**config.mk**
```make
export PLATFORM = sky130hd
export DESIGN_NAME = epoch_seconds_to_calendar_top_flat
export DESIGN_NICKNAME = d
export VERILOG_FILES = /design/src/e2c_pkg.sv /design/src/e2c_if.sv /design/src/e2c_dp.sv /design/src/e2c_ctrl.sv /design/src/epoch_seconds_to_calendar_top.sv /design/src/flat_wrapper.sv
export SDC_FILE = /design/constraint.sdc
export NUM_CORES = 1
export LEC_CHECK = 0
export BUFFER_PORTS_ARGS = -buffer_cell sky130_fd_sc_hd__buf_2
export CAP_MARGIN = 20
export CORE_MARGIN = 2
export CORE_UTILIZATION = 70
export CTS_CLUSTER_SIZE = 8
export DETAILED_ROUTE_END_ITERATION = 10
export GPL_TIMING_DRIVEN = 0
export PLACE_DENSITY = 0.87
export RECOVER_POWER = 50
export SLEW_MARGIN = 5
export SYNTH_ARGS = -nofsm -noshare
export SYNTH_HDL_FRONTEND = slang
export SYNTH_SLANG_ARGS = --single-unit
```
**constraint.sdc**
```tcl
create_clock -name clk -period 16.3 [get_ports clk]
set_input_delay 3.26 -clock clk [delete_from_list [all_inputs] [get_ports clk]]
set_output_delay 3.26 -clock clk [all_outputs]
set_load 0.01 [all_outputs]
```
**src/e2c_pkg.sv**
```systemverilog
// Shared types, constants and a helper function for the epoch seconds to calendar block.
// No dependencies; every other file depends on this package.
`timescale 1ns / 1ps

package e2c_pkg;

  localparam int unsigned SecsWidth  = 32;
  localparam int unsigned DaysWidth  = 16;
  localparam int unsigned TodWidth   = 17;
  localparam int unsigned YearWidth  = 12;

  localparam logic [16:0] SECS_PER_DAY  = 17'd86400;
  localparam logic [11:0] SECS_PER_HOUR = 12'd3600;
  localparam logic [5:0]  SECS_PER_MIN  = 6'd60;
  localparam logic [2:0]  DAYS_PER_WEEK = 3'd7;
  localparam logic [DaysWidth-1:0] DAYS_LIMIT   = 16'd47482;
  localparam logic [YearWidth-1:0] EPOCH_YEAR   = 12'd1970;
  localparam logic [2:0]           EPOCH_WDAY   = 3'd4;
  localparam logic [3:0]           LAST_MONTH   = 4'd11;

  // Reciprocals: floor(x / d) is (x * RECIP) >> shift over each dividend's full range.
  // Days: (secs >> 7) * ceil(2^35 / 675) >> 35, since 86400 = 128 * 675.
  localparam logic [25:0] DAY_RECIP  = 26'd50903317;
  // Weeks: days * ceil(2^19 / 7) >> 19.
  localparam logic [16:0] WEEK_RECIP = 17'd74899;
  // Hours: (tod >> 4) * ceil(2^21 / 225) >> 21, since 3600 = 16 * 225.
  localparam logic [13:0] HOUR_RECIP = 14'd9321;
  // Minutes: (rem >> 2) * ceil(2^14 / 15) >> 14, since 60 = 4 * 15.
  localparam logic [10:0] MIN_RECIP  = 11'd1093;

  // Which constant division the reciprocal unit runs.
  typedef enum logic [1:0] {
    DSEL_DAY,
    DSEL_WEEK,
    DSEL_HOUR,
    DSEL_MIN
  } div_sel_t;

  typedef struct packed {
    logic     in_load;
    logic     div_step;
    logic     div_save;
    div_sel_t div_sel;
    logic     cal_init;
    logic     year_step;
    logic     month_step;
    logic     out_load;
    logic     out_err;
  } e2c_cmd_t;

  typedef struct packed {
    logic day_over;
    logic year_done;
    logic month_done;
  } e2c_sts_t;

  typedef struct packed {
    logic [11:0] year;
    logic [3:0]  month;
    logic [4:0]  day_of_month;
    logic [4:0]  hour;
    logic [5:0]  minute;
    logic [5:0]  second;
    logic [2:0]  weekday;
    logic        range_error;
  } e2c_out_t;

  function automatic logic [4:0] month_len(input logic [3:0] mon, input logic leap);
    logic [4:0] n;
    case (mon)
      4'd0:    n = 5'd31;
      4'd1:    n = leap ? 5'd29 : 5'd28;
      4'd2:    n = 5'd31;
      4'd3:    n = 5'd30;
      4'd4:    n = 5'd31;
      4'd5:    n = 5'd30;
      4'd6:    n = 5'd31;
      4'd7:    n = 5'd31;
      4'd8:    n = 5'd30;
      4'd9:    n = 5'd31;
      4'd10:   n = 5'd30;
      4'd11:   n = 5'd31;
      default: n = 5'd31;
    endcase
    return n;
  endfunction

endpackage

```
**src/e2c_if.sv**
```systemverilog
// Valid/ready channel interfaces for the seconds word and the calendar result word.
// Depends on e2c_pkg for field widths.
`timescale 1ns / 1ps

interface e2c_in_if;
  logic        valid;
  logic        ready;
  logic [e2c_pkg::SecsWidth-1:0] seconds_count;

  modport source (output valid, output seconds_count, input ready);
  modport sink   (input valid, input seconds_count, output ready);
endinterface

interface e2c_out_if;
  logic        valid;
  logic        ready;
  logic [11:0] year;
  logic [3:0]  month;
  logic [4:0]  day_of_month;
  logic [4:0]  hour;
  logic [5:0]  minute;
  logic [5:0]  second;
  logic [2:0]  weekday;
  logic        range_error;

  modport source (output valid, output year, output month, output day_of_month,
                  output hour, output minute, output second, output weekday,
                  output range_error, input ready);
  modport sink   (input valid, input year, input month, input day_of_month,
                  input hour, input minute, input second, input weekday,
                  input range_error, output ready);
endinterface

```
**src/e2c_dp.sv**
```systemverilog
// Datapath: reciprocal-multiply divisions, year/month subtraction and the result register.
// Depends on e2c_pkg; driven by commands from e2c_ctrl.
`timescale 1ns / 1ps

module e2c_dp (
  input  logic                               clk,
  input  logic [e2c_pkg::SecsWidth-1:0]      in_seconds_count,
  input  e2c_pkg::e2c_cmd_t                  cmd,
  output e2c_pkg::e2c_sts_t                  sts,
  output e2c_pkg::e2c_out_t                  out_word
);
  import e2c_pkg::*;

  logic [SecsWidth-1:0] secs_r;
  logic [DaysWidth-1:0] quo_r;
  logic [DaysWidth-1:0] days_r;
  logic [TodWidth-1:0]  tod_r;
  logic [11:0]          hrem_r;
  logic [2:0]           wday_r;
  logic [4:0]           hour_r;
  logic [5:0]           min_r;
  logic [5:0]           sec_r;
  logic [DaysWidth-1:0] rdays_r;
  logic [YearWidth-1:0] year_r;
  logic [3:0]           mon_r;
  e2c_out_t             out_r;

  logic [50:0]          day_prod;
  logic [32:0]          week_prod;
  logic [26:0]          hour_prod;
  logic [20:0]          min_prod;
  logic [DaysWidth-1:0] quo_nxt;
  logic [TodWidth-1:0]  tod_nxt;
  logic [2:0]           wk_rem;
  logic [3:0]           wk_sum;
  logic [3:0]           wk_wrap;
  logic [2:0]           wday_nxt;
  logic [11:0]          hrem_nxt;
  logic [5:0]           sec_nxt;
  logic                 leap;
  logic [8:0]           ylen;
  logic [4:0]           mlen;

  assign day_prod  = {26'd0, secs_r[SecsWidth-1:7]} * {25'd0, DAY_RECIP};
  assign week_prod = {17'd0, days_r} * {16'd0, WEEK_RECIP};
  assign hour_prod = {14'd0, tod_r[16:4]} * {13'd0, HOUR_RECIP};
  assign min_prod  = {11'd0, hrem_r[11:2]} * {10'd0, MIN_RECIP};

  always_comb begin
    case (cmd.div_sel)
      DSEL_DAY:  quo_nxt = day_prod[50:35];
      DSEL_WEEK: quo_nxt = {2'd0, week_prod[32:19]};
      DSEL_HOUR: quo_nxt = {10'd0, hour_prod[26:21]};
      DSEL_MIN:  quo_nxt = {9'd0, min_prod[20:14]};
      default:   quo_nxt = day_prod[50:35];
    endcase
  end

  // Each remainder is below its field's range, so the low bits of the difference are exact.
  assign tod_nxt  = secs_r[TodWidth-1:0] - {1'b0, quo_r} * SECS_PER_DAY;
  assign wk_rem   = days_r[2:0] - quo_r[2:0] * DAYS_PER_WEEK;
  assign wk_sum   = {1'b0, wk_rem} + {1'b0, EPOCH_WDAY};
  assign wk_wrap  = wk_sum - {1'b0, DAYS_PER_WEEK};
  assign wday_nxt = (wk_sum >= {1'b0, DAYS_PER_WEEK}) ? wk_wrap[2:0] : wk_sum[2:0];
  assign hrem_nxt = tod_r[11:0] - quo_r[11:0] * SECS_PER_HOUR;
  assign sec_nxt  = hrem_r[5:0] - quo_r[5:0] * SECS_PER_MIN;

  // Years stay within 1970..2099, so the 100/400 exceptions reduce to 2000 being leap.
  assign leap = (year_r[1:0] == 2'b00);
  assign ylen = leap ? 9'd366 : 9'd365;
  assign mlen = month_len(mon_r, leap);

  assign sts.day_over   = days_r >= DAYS_LIMIT;
  assign sts.year_done  = rdays_r < {7'd0, ylen};
  assign sts.month_done = (mon_r == LAST_MONTH) || (rdays_r < {11'd0, mlen});

  always_ff @(posedge clk) begin
    if (cmd.in_load) begin
      secs_r <= in_seconds_count;
    end

    if (cmd.div_step) begin
      quo_r <= quo_nxt;
    end

    if (cmd.div_save) begin
      case (cmd.div_sel)
        DSEL_DAY: begin
          days_r <= quo_r;
          tod_r  <= tod_nxt;
        end
        DSEL_WEEK: wday_r <= wday_nxt;
        DSEL_HOUR: begin
          hour_r <= quo_r[4:0];
          hrem_r <= hrem_nxt;
        end
        DSEL_MIN: begin
          min_r <= quo_r[5:0];
          sec_r <= sec_nxt;
        end
        default: ;
      endcase
    end

    if (cmd.cal_init) begin
      rdays_r <= days_r;
      year_r  <= EPOCH_YEAR;
      mon_r   <= '0;
    end else if (cmd.year_step) begin
      rdays_r <= rdays_r - {7'd0, ylen};
      year_r  <= year_r + 12'd1;
    end else if (cmd.month_step) begin
      rdays_r <= rdays_r - {11'd0, mlen};
      mon_r   <= mon_r + 4'd1;
    end

    if (cmd.out_load) begin
      if (cmd.out_err) begin
        out_r.year         <= '0;
        out_r.month        <= '0;
        out_r.day_of_month <= '0;
        out_r.hour         <= '0;
        out_r.minute       <= '0;
        out_r.second       <= '0;
        out_r.weekday      <= '0;
        out_r.range_error  <= 1'b1;
      end else begin
        out_r.year         <= year_r;
        out_r.month        <= mon_r + 4'd1;
        out_r.day_of_month <= rdays_r[4:0] + 5'd1;
        out_r.hour         <= hour_r;
        out_r.minute       <= min_r;
        out_r.second       <= sec_r;
        out_r.weekday      <= wday_r;
        out_r.range_error  <= 1'b0;
      end
    end
  end

  assign out_word = out_r;

endmodule

```
**src/e2c_ctrl.sv**
```systemverilog
// Controller: sequences the constant divisions, the year and month loops and the result handoff.
// Depends on e2c_pkg; commands e2c_dp.
`timescale 1ns / 1ps

module e2c_ctrl (
  input  logic               clk,
  input  logic               rst_n,
  input  logic               in_valid,
  output logic               in_ready,
  output logic               out_valid,
  input  logic               out_ready,
  input  e2c_pkg::e2c_sts_t  sts,
  output e2c_pkg::e2c_cmd_t  cmd
);
  import e2c_pkg::*;

  typedef enum logic [2:0] {
    S_IDLE,
    S_DIV,
    S_SAVE,
    S_CHECK,
    S_YEAR,
    S_MONTH,
    S_DONE
  } state_t;

  state_t              state_r, state_nxt;
  div_sel_t            sel_r, sel_nxt;
  logic                err_r, err_nxt;
  logic                out_valid_r, out_valid_nxt;

  assign in_ready  = (state_r == S_IDLE);
  assign out_valid = out_valid_r;

  always_comb begin
    state_nxt     = state_r;
    sel_nxt       = sel_r;
    err_nxt       = err_r;
    out_valid_nxt = out_valid_r & ~out_ready;
    cmd           = '0;
    cmd.div_sel   = sel_r;
    cmd.out_err   = err_r;

    case (state_r)
      S_IDLE: begin
        if (in_valid) begin
          cmd.in_load = 1'b1;
          sel_nxt     = DSEL_DAY;
          err_nxt     = 1'b0;
          state_nxt   = S_DIV;
        end
      end
      S_DIV: begin
        cmd.div_step = 1'b1;
        state_nxt    = S_SAVE;
      end
      S_SAVE: begin
        cmd.div_save = 1'b1;
        case (sel_r)
          DSEL_DAY: state_nxt = S_CHECK;
          DSEL_WEEK: begin
            sel_nxt   = DSEL_HOUR;
            state_nxt = S_DIV;
          end
          DSEL_HOUR: begin
            sel_nxt   = DSEL_MIN;
            state_nxt = S_DIV;
          end
          DSEL_MIN: begin
            cmd.cal_init = 1'b1;
            state_nxt    = S_YEAR;
          end
          default: state_nxt = S_IDLE;
        endcase
      end
      S_CHECK: begin
        if (sts.day_over) begin
          err_nxt   = 1'b1;
          state_nxt = S_DONE;
        end else begin
          sel_nxt   = DSEL_WEEK;
          state_nxt = S_DIV;
        end
      end
      S_YEAR: begin
        if (sts.year_done) begin
          state_nxt = S_MONTH;
        end else begin
          cmd.year_step = 1'b1;
        end
      end
      S_MONTH: begin
        if (sts.month_done) begin
          state_nxt = S_DONE;
        end else begin
          cmd.month_step = 1'b1;
        end
      end
      S_DONE: begin
        // Hold until the result register is free or being emptied.
        if (!out_valid_r || out_ready) begin
          cmd.out_load  = 1'b1;
          out_valid_nxt = 1'b1;
          state_nxt     = S_IDLE;
        end
      end
      default: state_nxt = S_IDLE;
    endcase
  end

  always_ff @(posedge clk) begin
    if (!rst_n) begin
      state_r     <= S_IDLE;
      sel_r       <= DSEL_DAY;
      err_r       <= 1'b0;
      out_valid_r <= 1'b0;
    end else begin
      state_r     <= state_nxt;
      sel_r       <= sel_nxt;
      err_r       <= err_nxt;
      out_valid_r <= out_valid_nxt;
    end
  end

endmodule

```
**src/epoch_seconds_to_calendar_top.sv**
```systemverilog
// Epoch seconds to calendar converter.
// Input channel in_ch carries a 32-bit seconds count since 1970-01-01 00:00:00;
// output channel out_ch returns one word per input: year, month, day_of_month,
// hour, minute, second, weekday (0 is Sunday) and range_error.
// Both channels use valid/ready; a word moves when both are high at a clock edge.
// One word is worked on at a time. The day, weekday, hour and minute divisions
// each run a reciprocal multiply step and then a remainder step, then the year
// loop subtracts one year per cycle and the month loop one month per cycle. A
// count past 2099-12-31 23:59:59 skips the other steps and returns with
// range_error set and all other fields zero. in_ch.ready rises again in the same
// cycle that out_ch.valid rises with the registered result, so the next word is
// taken while the result waits.
// If the receiver stalls, the result holds in the output register and a
// finished next word waits until that register empties.
// Synchronous active-low reset returns to idle and drops any pending result.
// Depends on e2c_pkg, e2c_if, e2c_ctrl and e2c_dp.
`timescale 1ns / 1ps

module epoch_seconds_to_calendar_top (
  input  logic         clk,
  input  logic         rst_n,
  e2c_in_if.sink       in_ch,
  e2c_out_if.source    out_ch
);
  import e2c_pkg::*;

  e2c_cmd_t cmd;
  e2c_sts_t sts;
  e2c_out_t out_word;

  e2c_ctrl u_ctrl (
    .clk       (clk),
    .rst_n     (rst_n),
    .in_valid  (in_ch.valid),
    .in_ready  (in_ch.ready),
    .out_valid (out_ch.valid),
    .out_ready (out_ch.ready),
    .sts       (sts),
    .cmd       (cmd)
  );

  e2c_dp u_dp (
    .clk              (clk),
    .in_seconds_count (in_ch.seconds_count),
    .cmd              (cmd),
    .sts              (sts),
    .out_word         (out_word)
  );

  assign out_ch.year         = out_word.year;
  assign out_ch.month        = out_word.month;
  assign out_ch.day_of_month = out_word.day_of_month;
  assign out_ch.hour         = out_word.hour;
  assign out_ch.minute       = out_word.minute;
  assign out_ch.second       = out_word.second;
  assign out_ch.weekday      = out_word.weekday;
  assign out_ch.range_error  = out_word.range_error;

endmodule
```
**src/flat_wrapper.sv**
```systemverilog
// flat-port wrapper written by rule: the top's interface ports become plain ports
module epoch_seconds_to_calendar_top_flat import e2c_pkg::*;
  (clk, rst_n, in_ch_valid, in_ch_seconds_count, in_ch_ready, out_ch_valid, out_ch_year, out_ch_month, out_ch_day_of_month, out_ch_hour, out_ch_minute, out_ch_second, out_ch_weekday, out_ch_range_error, out_ch_ready);
  e2c_in_if in_ch_i ();
  e2c_out_if out_ch_i ();
  input  logic clk;
  input  logic rst_n;
  input wire logic [$bits(in_ch_i.valid)-1:0] in_ch_valid;
  input wire logic [$bits(in_ch_i.seconds_count)-1:0] in_ch_seconds_count;
  output wire logic [$bits(in_ch_i.ready)-1:0] in_ch_ready;
  output wire logic [$bits(out_ch_i.valid)-1:0] out_ch_valid;
  output wire logic [$bits(out_ch_i.year)-1:0] out_ch_year;
  output wire logic [$bits(out_ch_i.month)-1:0] out_ch_month;
  output wire logic [$bits(out_ch_i.day_of_month)-1:0] out_ch_day_of_month;
  output wire logic [$bits(out_ch_i.hour)-1:0] out_ch_hour;
  output wire logic [$bits(out_ch_i.minute)-1:0] out_ch_minute;
  output wire logic [$bits(out_ch_i.second)-1:0] out_ch_second;
  output wire logic [$bits(out_ch_i.weekday)-1:0] out_ch_weekday;
  output wire logic [$bits(out_ch_i.range_error)-1:0] out_ch_range_error;
  input wire logic [$bits(out_ch_i.ready)-1:0] out_ch_ready;
  assign in_ch_i.valid = in_ch_valid;
  assign in_ch_i.seconds_count = in_ch_seconds_count;
  assign in_ch_ready = in_ch_i.ready;
  assign out_ch_valid = out_ch_i.valid;
  assign out_ch_year = out_ch_i.year;
  assign out_ch_month = out_ch_i.month;
  assign out_ch_day_of_month = out_ch_i.day_of_month;
  assign out_ch_hour = out_ch_i.hour;
  assign out_ch_minute = out_ch_i.minute;
  assign out_ch_second = out_ch_i.second;
  assign out_ch_weekday = out_ch_i.weekday;
  assign out_ch_range_error = out_ch_i.range_error;
  assign out_ch_i.ready = out_ch_ready;
  epoch_seconds_to_calendar_top u_core (.clk(clk), .rst_n(rst_n), .in_ch(in_ch_i), .out_ch(out_ch_i));
endmodule
```
## Word-level counts from Yosys, hierarchy flattened

Index checks and enable logic that the tools add are counted.

| cells by class | value |
|---|---|
| add/sub/neg operators | 11 |
| multiply operators | 8 |
| order comparisons | 4 |
| equality and inequality tests | 22 |
| muxes and demuxes | 37 |
| bitwise gates (word level) | 3 |
| reductions and logical operators | 19 |

Operators with widths:

| kind | count |
|---|---|
| 16-bit one-hot mux with 4 select lines | 1 |
| 25-bit by 26-bit multiplier with 51-bit output (second input constant) | 1 |
| 16-bit 2-to-1 mux | 3 |
| 16-bit by 17-bit multiplier with 33-bit output (second input constant) | 1 |
| 13-bit by 14-bit multiplier with 27-bit output (second input constant) | 1 |
| 10-bit by 11-bit multiplier with 21-bit output (second input constant) | 1 |
| 3-bit one-hot mux with 7 select lines | 1 |
| 1-bit 2-to-1 mux | 18 |
| 3-bit 2-to-1 mux | 6 |
| 17-bit subtractor | 1 |
| 16-bit greater-or-equal comparator (second input constant) | 1 |
| 16-bit by 5-bit less-than comparator with 1-bit output | 1 |
| 16-bit by 9-bit less-than comparator with 1-bit output | 1 |
| 16-bit by 10-bit multiplier with 10-bit output (second input constant) | 1 |
| 16-bit by 5-bit subtractor with 16-bit output | 1 |
| 16-bit by 9-bit subtractor with 16-bit output | 1 |
| 12-bit by 1-bit adder with 12-bit output (second input constant) | 1 |
| 4-bit equality test (second input constant) | 3 |
| 12-bit by 8-bit multiplier with 8-bit output (second input constant) | 1 |
| 12-bit subtractor | 1 |
| 2-bit AND reduction | 5 |
| 3-bit equality test (second input constant) | 3 |
| 3-bit one-hot mux with 3 select lines | 1 |
| 2-bit one-hot mux with 2 select lines | 2 |
| other kinds (34) | 47 |

| storage, ports and cells | value |
|---|---|
| register bits after elaboration | 194 |
| input bits | 36 |
| word-level logic and storage cells | 128 |

## Logic depth before layout (Yosys ltp)

Gate-level depths: netlist (run 1).

| depth | value |
|---|---|
| word-level depth | 10 |
| depth in mapped cells | 25 |
| mapped depth without buffers | 25 |

## By module

Synthesis (run 1) repeated with hierarchy kept, for this count alone.

| unflattened totals | value |
|---|---|
| cells, all modules | 2390 |
| area total of the unflattened synthesis | 25371.8 µm² |

By module, submodules not included:

| module | times used | cells each | area each (µm²) | sequential area each (µm²) |
|---|---|---|---|---|
| e2c_dp | 1 | 2325 | 24830.1 | 5455.2 |
| e2c_ctrl | 1 | 65 | 541.8 | 140.1 |

## Worst setup path after synthesis (run 1)

OpenSTA, ideal clock, no wires.

| timing | value |
|---|---|
| path kind | input port to flip-flop |
| start point | input out_ch_ready |
| end point | register, netlist name u_core.u_dp.out_word[0] |
| library setup time | 0.494 ns |
| arrival time | 6.238 ns |
| required time | 15.806 ns |
| path slack | 9.568 ns |
| stages | 2 |
| buffers on the path | 0 |
| cells stage by stage | nor2b_1 -> nor3_1 |

RTL lines:

| element | line | text |
|---|---|---|
| start, declared | flat_wrapper.sv:20 | `input wire logic [$bits(out_ch_i.ready)-1:0] out_ch_ready;` |

## Worst setup path in the final report (run 1)

| timing | value |
|---|---|
| start point | register u_core.u_dp.secs_r[12] |
| end point | register u_core.u_dp.quo_r[15] (data pin) |

| between the ends | value |
|---|---|
| word-level cells in the longest chain between the ends | 2 |

Ends and longest elaborated chain:

| element | line | text |
|---|---|---|
| start, declared | e2c_dp.sv:14 | `logic [SecsWidth-1:0] secs_r;` |
| start signal, assigned | e2c_dp.sv:79 | `secs_r <= in_seconds_count;` |
| 25-bit by 26-bit multiplier with 51-bit output | e2c_dp.sv:44 | `assign day_prod = {26'd0, secs_r[SecsWidth-1:7]} * {25'd0, DAY_RECIP};` |
| 16-bit one-hot mux with 4 select lines | e2c_dp.sv:50 | `case (cmd.div_sel)` |
| net u_core.u_dp.quo_nxt[15] | e2c_dp.sv:32 | `logic [DaysWidth-1:0] quo_nxt;` |
| end signal, assigned | e2c_dp.sv:83 | `quo_r <= quo_nxt;` |
| end, declared | e2c_dp.sv:15 | `logic [DaysWidth-1:0] quo_r;` |

The timed path passes the listed nets, and every way through them passes these cells.
A chain may end at the register's enable or synchronous reset.

==> results of run 1 <==
==> synthesized netlist by cell type (6+ instances only) <==
master and count:
a211oi_1 7, a21boi_0 6, a21o_1 33, a21oi_1 89, a221oi_1 6, a22oi_1 6, a31oi_1 8, and2_1 8
and3_1 14, clkbuf_1 18, dfxtp_1 23, edfxtp_1 171, fa_1 274, ha_1 606, inv_1 593, nand2_1 83
nand2b_1 13, nand3_1 16, nand4_1 15, nor2_1 65, nor2b_1 44, nor3_1 17, o21a_1 11, o21ai_0 59
o21bai_1 15, o22ai_1 7, or3_1 14, xnor2_1 73, xor2_1 31
==> layout make-up <==
cell class                      instances  share of cell area
Timing Repair Buffer                   86              0.0165
Clock buffer                           18              0.0158
Sequential cell                       194               0.206
Multi-Input combinational cell       1604               0.649
Buffer                                 23             0.00336
Inverter                              593              0.0819
Clock inverter                         14             0.00644
Tap cell                              461              0.0212
==> worst paths after layout <==
path,from,end,slack [ps],depth (start not counted)
min,u_core.u_dp.quo_r[11]$_DFFE_PP_,u_core.u_dp.days_r[11]$_DFFE_PP_,420,0
min reg2reg,u_core.u_dp.quo_r[11]$_DFFE_PP_,u_core.u_dp.days_r[11]$_DFFE_PP_,420,0
max,u_core.u_dp.secs_r[12]$_DFFE_PP_,u_core.u_dp.quo_r[15]$_DFFE_PP_,8810,23
max reg2reg,u_core.u_dp.secs_r[12]$_DFFE_PP_,u_core.u_dp.quo_r[15]$_DFFE_PP_,8810,23
==> worst max-delay path: stages (launching register included) <==
cell and delay, ps:
edfxtp_1 820, inv_1 310, ha_1 410, inv_1 90
fa_1 480, ha_1 290, inv_1 60, fa_1 490
inv_1 50, fa_1 490, fa_1 560, inv_1 60
fa_1 540, inv_1 50, ha_1 330, and4_1 280
o2111ai_1 130, o32ai_1 400, or4_1 210, a21oi_2 120
o31a_4 410, o221a_1 240, or3_1 370, a21oi_1 120
==> sequential cells by signal (all words and copies together), names as in the netlist, 2 cells and up <==
| signal | count |
|---|---|
| u_core.u_dp.quo_r | 16 |
| u_core.u_dp.tod_r | 17 |
| u_core.u_dp.min_r | 6 |
| u_core.u_dp.secs_r | 32 |
| u_core.u_dp.hrem_r | 12 |
| u_core.u_dp.sec_r | 6 |
| u_core.u_dp.mon_r | 4 |
| u_core.u_dp.wday_r | 3 |
| u_core.u_dp.hour_r | 5 |
| u_core.u_dp.days_r | 16 |
| u_core.u_dp.rdays_r | 16 |
| u_core.u_ctrl.sel_r | 2 |
| u_core.u_dp.out_word | 42 |
| u_core.u_dp.year_r | 12 |
| u_core.u_ctrl.state_r | 3 |
==> per-layer routing <==
metal	global-route usage	up-vias
li1	-	8180
met1	0.357	8587
met2	0.584	579
met3	0.0437	208
met4	0.161	0
met5	0	-
==> stage by stage <==
step / cell area, um^2 / setup slack, ps / cells
global route: 27200 / 8490 / 2993
detailed placement: 26600 / 8830 / 2960
CTS: 27200 / 8810 / 2992
finish: 27200 / 8810 / 2993
floorplan: 25500 / 9570 / 2414
global placement: 26500 / 8550 / 2954
==> logic make-up after synthesis <==
kind of cell	share of synthesized area
buffers and inverters	0.0907
flip-flops	0.219
multiplexers	0.00162
XOR/XNOR	0.0357
AO/OA/AOI/OAI	0.0780
AND/OR/NAND/NOR	0.0633
adder cells (fa/ha/maj)	0.512
==> results.yml, run 1 <==
grt:
  track_usage: 0.316
  grt_overflow: 0
  antenna_found_initial: 0
  grt_pass1_wl_um: 94800
  grt_max_degree: 34
  grt_pass1_vias: 19700
sta:
  hold_viol_final: 0
  final_max_slew_viol_count: 34
  period_needed_ps: 7490
  tightest_slew_ps: 2140
  rsz0062_at_grt: "no"
  skew_ps: 26.6
  finalSetupViolCount: 0
  relSlewSlack: -0.427
  min_period_over_period: 0.459
  fmax_mhz: 134
  fin_hold_ws_ps: 419
  fin_setup_tns_ps: 0
route:
  top_layer_used: "met4"
  met3WireLength_um: 2640
  route.vias.total: 17600
  first_pass_iters: 7
  drc: 0
  drt_iter0_drc: 965
  wl_per_cell_um: 18.7
  antenna_left: 0
  wirelength_um: 56000
  vias_per_cell: 5.87
  wl_met2_um: 29100
  wl_met1_um: 21400
critical_path:
  cp.arrival_ps: 7800
  crit_path_start_kind: "flop"
  crit_fanout: 12
  critPathKind: "flop to flop"
  critPathRequiredTime_ps: 16610
  crit_path_end_kind: "flop"
final_layout:
  final_nets: 3435
  postLayoutCoreUtil: 0.760
  final_cell_mix: "ha_1 (606), inv_1 (593), fa_1 (274)"
  syn_to_final_growth_pct: 6.41
  nFillCells: 2272
  ff_latch_area_um2: 5600
  layout_commonest_cell: "ha_1"
  multi_input_area_um2: 17600
  antenna_cells: 0
  final_layout_size_suffix_gt1_frac: 0.0581
job:
  maxCapViolCount: 1
synth:
  syn-num-nets: 3330
  ys_dominant_reg_cell: "edfxtp_1"
  ys_seq_elements: 194
  ys_async_sr_fraction: 0
  synth-edff-count: 171
  ys_top_cells_by_area: "ha_1 (30%), fa_1 (21%), edfxtp_1 (20%)"
  synth_area_um2: 25500
  syn_area_per_cell_um2: 10.6
  synth_warnings: 0
  synth_seq_area_share: 0.219
  synth_top_area_cell: "ha_1"
  synth.distinct_cells: 73
  synthCells: 2414
  synth_top_area_frac: 0.297
die:
  initial_core_util: 0.715
  ioPinCount: 80
  dieArea_um2: 38000
  rows: 69
  chipHeight_um: 195
  core-area_um2: 35700
  fp.dieW_um: 195
cts:
  cts_setup_buffers: 0
  holdBufCountCts: 0
  htreeDepth: 4
  tritoncts: "done"
  path_clk_slew_ps: 80
  cts_root_buf: "clkbuf_16"
  ctsResizeCount: 0
  cts_sinks: 194
  cts_inserted_buffers: 17
  worstSkewPairLatency_ps: 470
  clock_path_buffers: 2
status:
  violations: "capacitance limit, slew limit"
  status: "finished with violations"
placed_design:
  hpwl_um: 45900
  io_buffers: 79
  place_congestion: 0.999
worst_hold_path:
  holdCritPathClass: "flop to flop"
Power of run 1 is left out: the tool's default activity adds up to more than one toggle a clock period on the data nets, which glitch-free logic cannot reach.
==> run 2, diff against run 1 <==
--- a/config.mk
+++ b/config.mk
@@ -8,11 +8,11 @@
 export BUFFER_PORTS_ARGS = -buffer_cell sky130_fd_sc_hd__buf_2
 export CAP_MARGIN = 20
 export CORE_MARGIN = 2
-export CORE_UTILIZATION = 70
+export CORE_UTILIZATION = 59
 export CTS_CLUSTER_SIZE = 8
 export DETAILED_ROUTE_END_ITERATION = 10
 export GPL_TIMING_DRIVEN = 0
-export PLACE_DENSITY = 0.87
+export PLACE_DENSITY = 0.78
 export RECOVER_POWER = 50
 export SLEW_MARGIN = 5
 export SYNTH_ARGS = -nofsm -noshare
==> constraint.sdc (replaced) <==
create_clock -name clk -period 6.15 [get_ports clk]
set_input_delay 1.23 -clock clk [delete_from_list [all_inputs] [get_ports clk]]
set_output_delay 1.23 -clock clk [all_outputs]
set_load 0.01 [all_outputs]
==> run 2 against run 1 <==
Against the previous run:
- the run ends with capacitance limit, slew limit, setup timing left
- clock-buffer cell count shrank 1
- wire length grew 3.4%
- setup slack lost 9200 ps
- die area grew 18%
- non-clock buffer count grew 84
- utilization shrank 9.6 points
- sequential share of layout area shrank 0.95 points
- critical path depth shrank 3
- critical path type unchanged
==> results.yml, run 2 (synthesis results as in run 1) <==
status:
  status: "finished with violations"
  violations: "capacitance limit, slew limit, setup timing"
route:
  drt_iter0_drc: 1065
  wl_per_cell_um: 18.1
  wl_met2_um: 29800
  top_layer_used: "met4"
  first_pass_iters: 6
  route.vias.total: 17700
  wl_met1_um: 23100
  vias_per_cell: 5.53
  antenna_left: 0
  drc: 0
  wirelength_um: 57900
  met3WireLength_um: 2790
final_layout:
  largest_register_ffs: 42
  antenna_cells: 0
  syn_to_final_growth_pct: 11.5
  final_layout_size_suffix_gt1_frac: 0.119
  layout_commonest_cell: "ha_1"
  final_cell_mix: "ha_1 (581), inv_1 (570), fa_1 (267)"
  final_nets: 3519
  postLayoutCoreUtil: 0.664
  nFillCells: 3189
sta:
  fmax_mhz: 153
  final_max_slew_viol_count: 67
  finalSetupViolCount: 16
  hold_viol_final: 0
  finalWorstSetupSlack_ps: -393
  rsz0062_at_grt: "yes"
  period_needed_ps: 6540
  min_period_over_period: 1.06
  tightest_slew_ps: 2300
  skew_ps: 17.7
  relSlewSlack: -0.533
placed_design:
  hpwl_um: 45300
  io_buffers: 79
  place_ws_ps: -930
  place_congestion: 0.952
critical_path:
  crit_path_end_kind: "flop"
  crit_chain: "fa_1 > inv_1 > fa_1 > inv_1 > fa_1 > inv_1 > fa_1 > inv_1 > fa_1 > fa_1 > ha_1 > ha_1 > a21o_1 > a21o_1 > nor2_1 > nand2b_1 > o211ai_2 > a21boi_2 > or3_1 > a32o_2"
  ff2ff_path_depth: 20
  slowest_delay_ps: 640
  crit_top_cell: "fa_1"
  crit_path_start_kind: "flop"
  cp.arrival_ps: 6790
  crit_buf_inv: 4
  cp_slowest_cell: "edfxtp_1"
  critPathKind: "flop to flop"
  worstSetupPathDepth: 20
  crit_fanout: 10
  cp_top_family: "adder cells"
  critPathRequiredTime_ps: 6390
grt:
  track_usage: 0.271
  grt_pass1_vias: 19000
  grt_max_degree: 34
  grt_pass1_wl_um: 94200
  antenna_found_initial: 0
  grt_overflow: 0
die:
  rows: 76
  ioPinCount: 80
  fp.dieW_um: 212
  core-area_um2: 42900
  chipHeight_um: 212
  dieArea_um2: 45000
  initial_core_util: 0.596
cts:
  htreeDepth: 4
  worstSkewPairLatency_ps: 500
  holdBufCountCts: 0
  clock_path_buffers: 2
  path_clk_slew_ps: 80
  cts_root_buf: "clkbuf_16"
  tritoncts: "done"
  cts_inserted_buffers: 17
  cts_sinks: 194
worst_hold_path:
  min_path_cells: 0
  holdCritPathClass: "flop to flop"
job:
  maxCapViolCount: 2
==> run 2: worst register-to-register path: stages (launching register included) <==
cell and delay (ps):
edfxtp_1 640, fa_1 610, inv_1 50, fa_1 480, inv_1 50, fa_1 530, inv_1 60, fa_1 560
inv_1 70, fa_1 510, fa_1 450, ha_1 310, ha_1 380, a21o_1 200, a21o_1 200, nor2_1 160
nand2b_1 110, o211ai_2 230, a21boi_2 90, or3_1 310, a32o_2 280
==> run 2: final timing paths <==
kind,to,startpoint,slack [ps]
max reg2reg,u_core.u_dp.quo_r[11]$_DFFE_PP_,u_core.u_dp.secs_r[30]$_DFFE_PP_,-390
min,u_core.u_dp.sec_r[1]$_DFFE_PP_,u_core.u_dp.hrem_r[1]$_DFFE_PP_,420
max,u_core.u_dp.quo_r[11]$_DFFE_PP_,u_core.u_dp.secs_r[30]$_DFFE_PP_,-390
min reg2reg,u_core.u_dp.sec_r[1]$_DFFE_PP_,u_core.u_dp.hrem_r[1]$_DFFE_PP_,420
==> run 2: area by class of cell <==
class                   instances  area, um^2  area share
repair buffers                170        1100      0.0388
inverters                     593        2230      0.0782
clock buffers                  17         425      0.0149
multi-input cells            1604       18100       0.636
clock inverters                15         184     0.00646
flip-flops and latches        194        5600       0.196
well taps                     585         732      0.0257
plain buffers                  23        91.3     0.00321
==> run 2: through the flow <==
stage / cells / hold slack, ps / setup TNS [ps] / area, um^2
after floorplan: 2414 / 400 / 0 / 25600
after global placement: 3078 / 406 / -10870 / 26700
after detailed placement: 3084 / 405 / -11890 / 26800
after CTS: 3182 / 418 / -3930 / 28200
after global routing: 3201 / 439 / -6150 / 28500
final: 3201 / 421 / -3590 / 28500
==> run 2: repair_timing <==
action / CTS / global route
pin swaps: 70 / 50
resized for setup: 64 / 32
buffers inserted: 66 / 18
endpoints found under the setup margin: 16 / 16
==> run 2: metal layers <==
layer | track usage | up-vias
met5 | 0 | -
met4 | 0.116 | 0
met3 | 0.0372 | 150
met2 | 0.489 | 506
met1 | 0.322 | 8664
li1 | - | 8369
Power of run 2 is left out for the same reason.
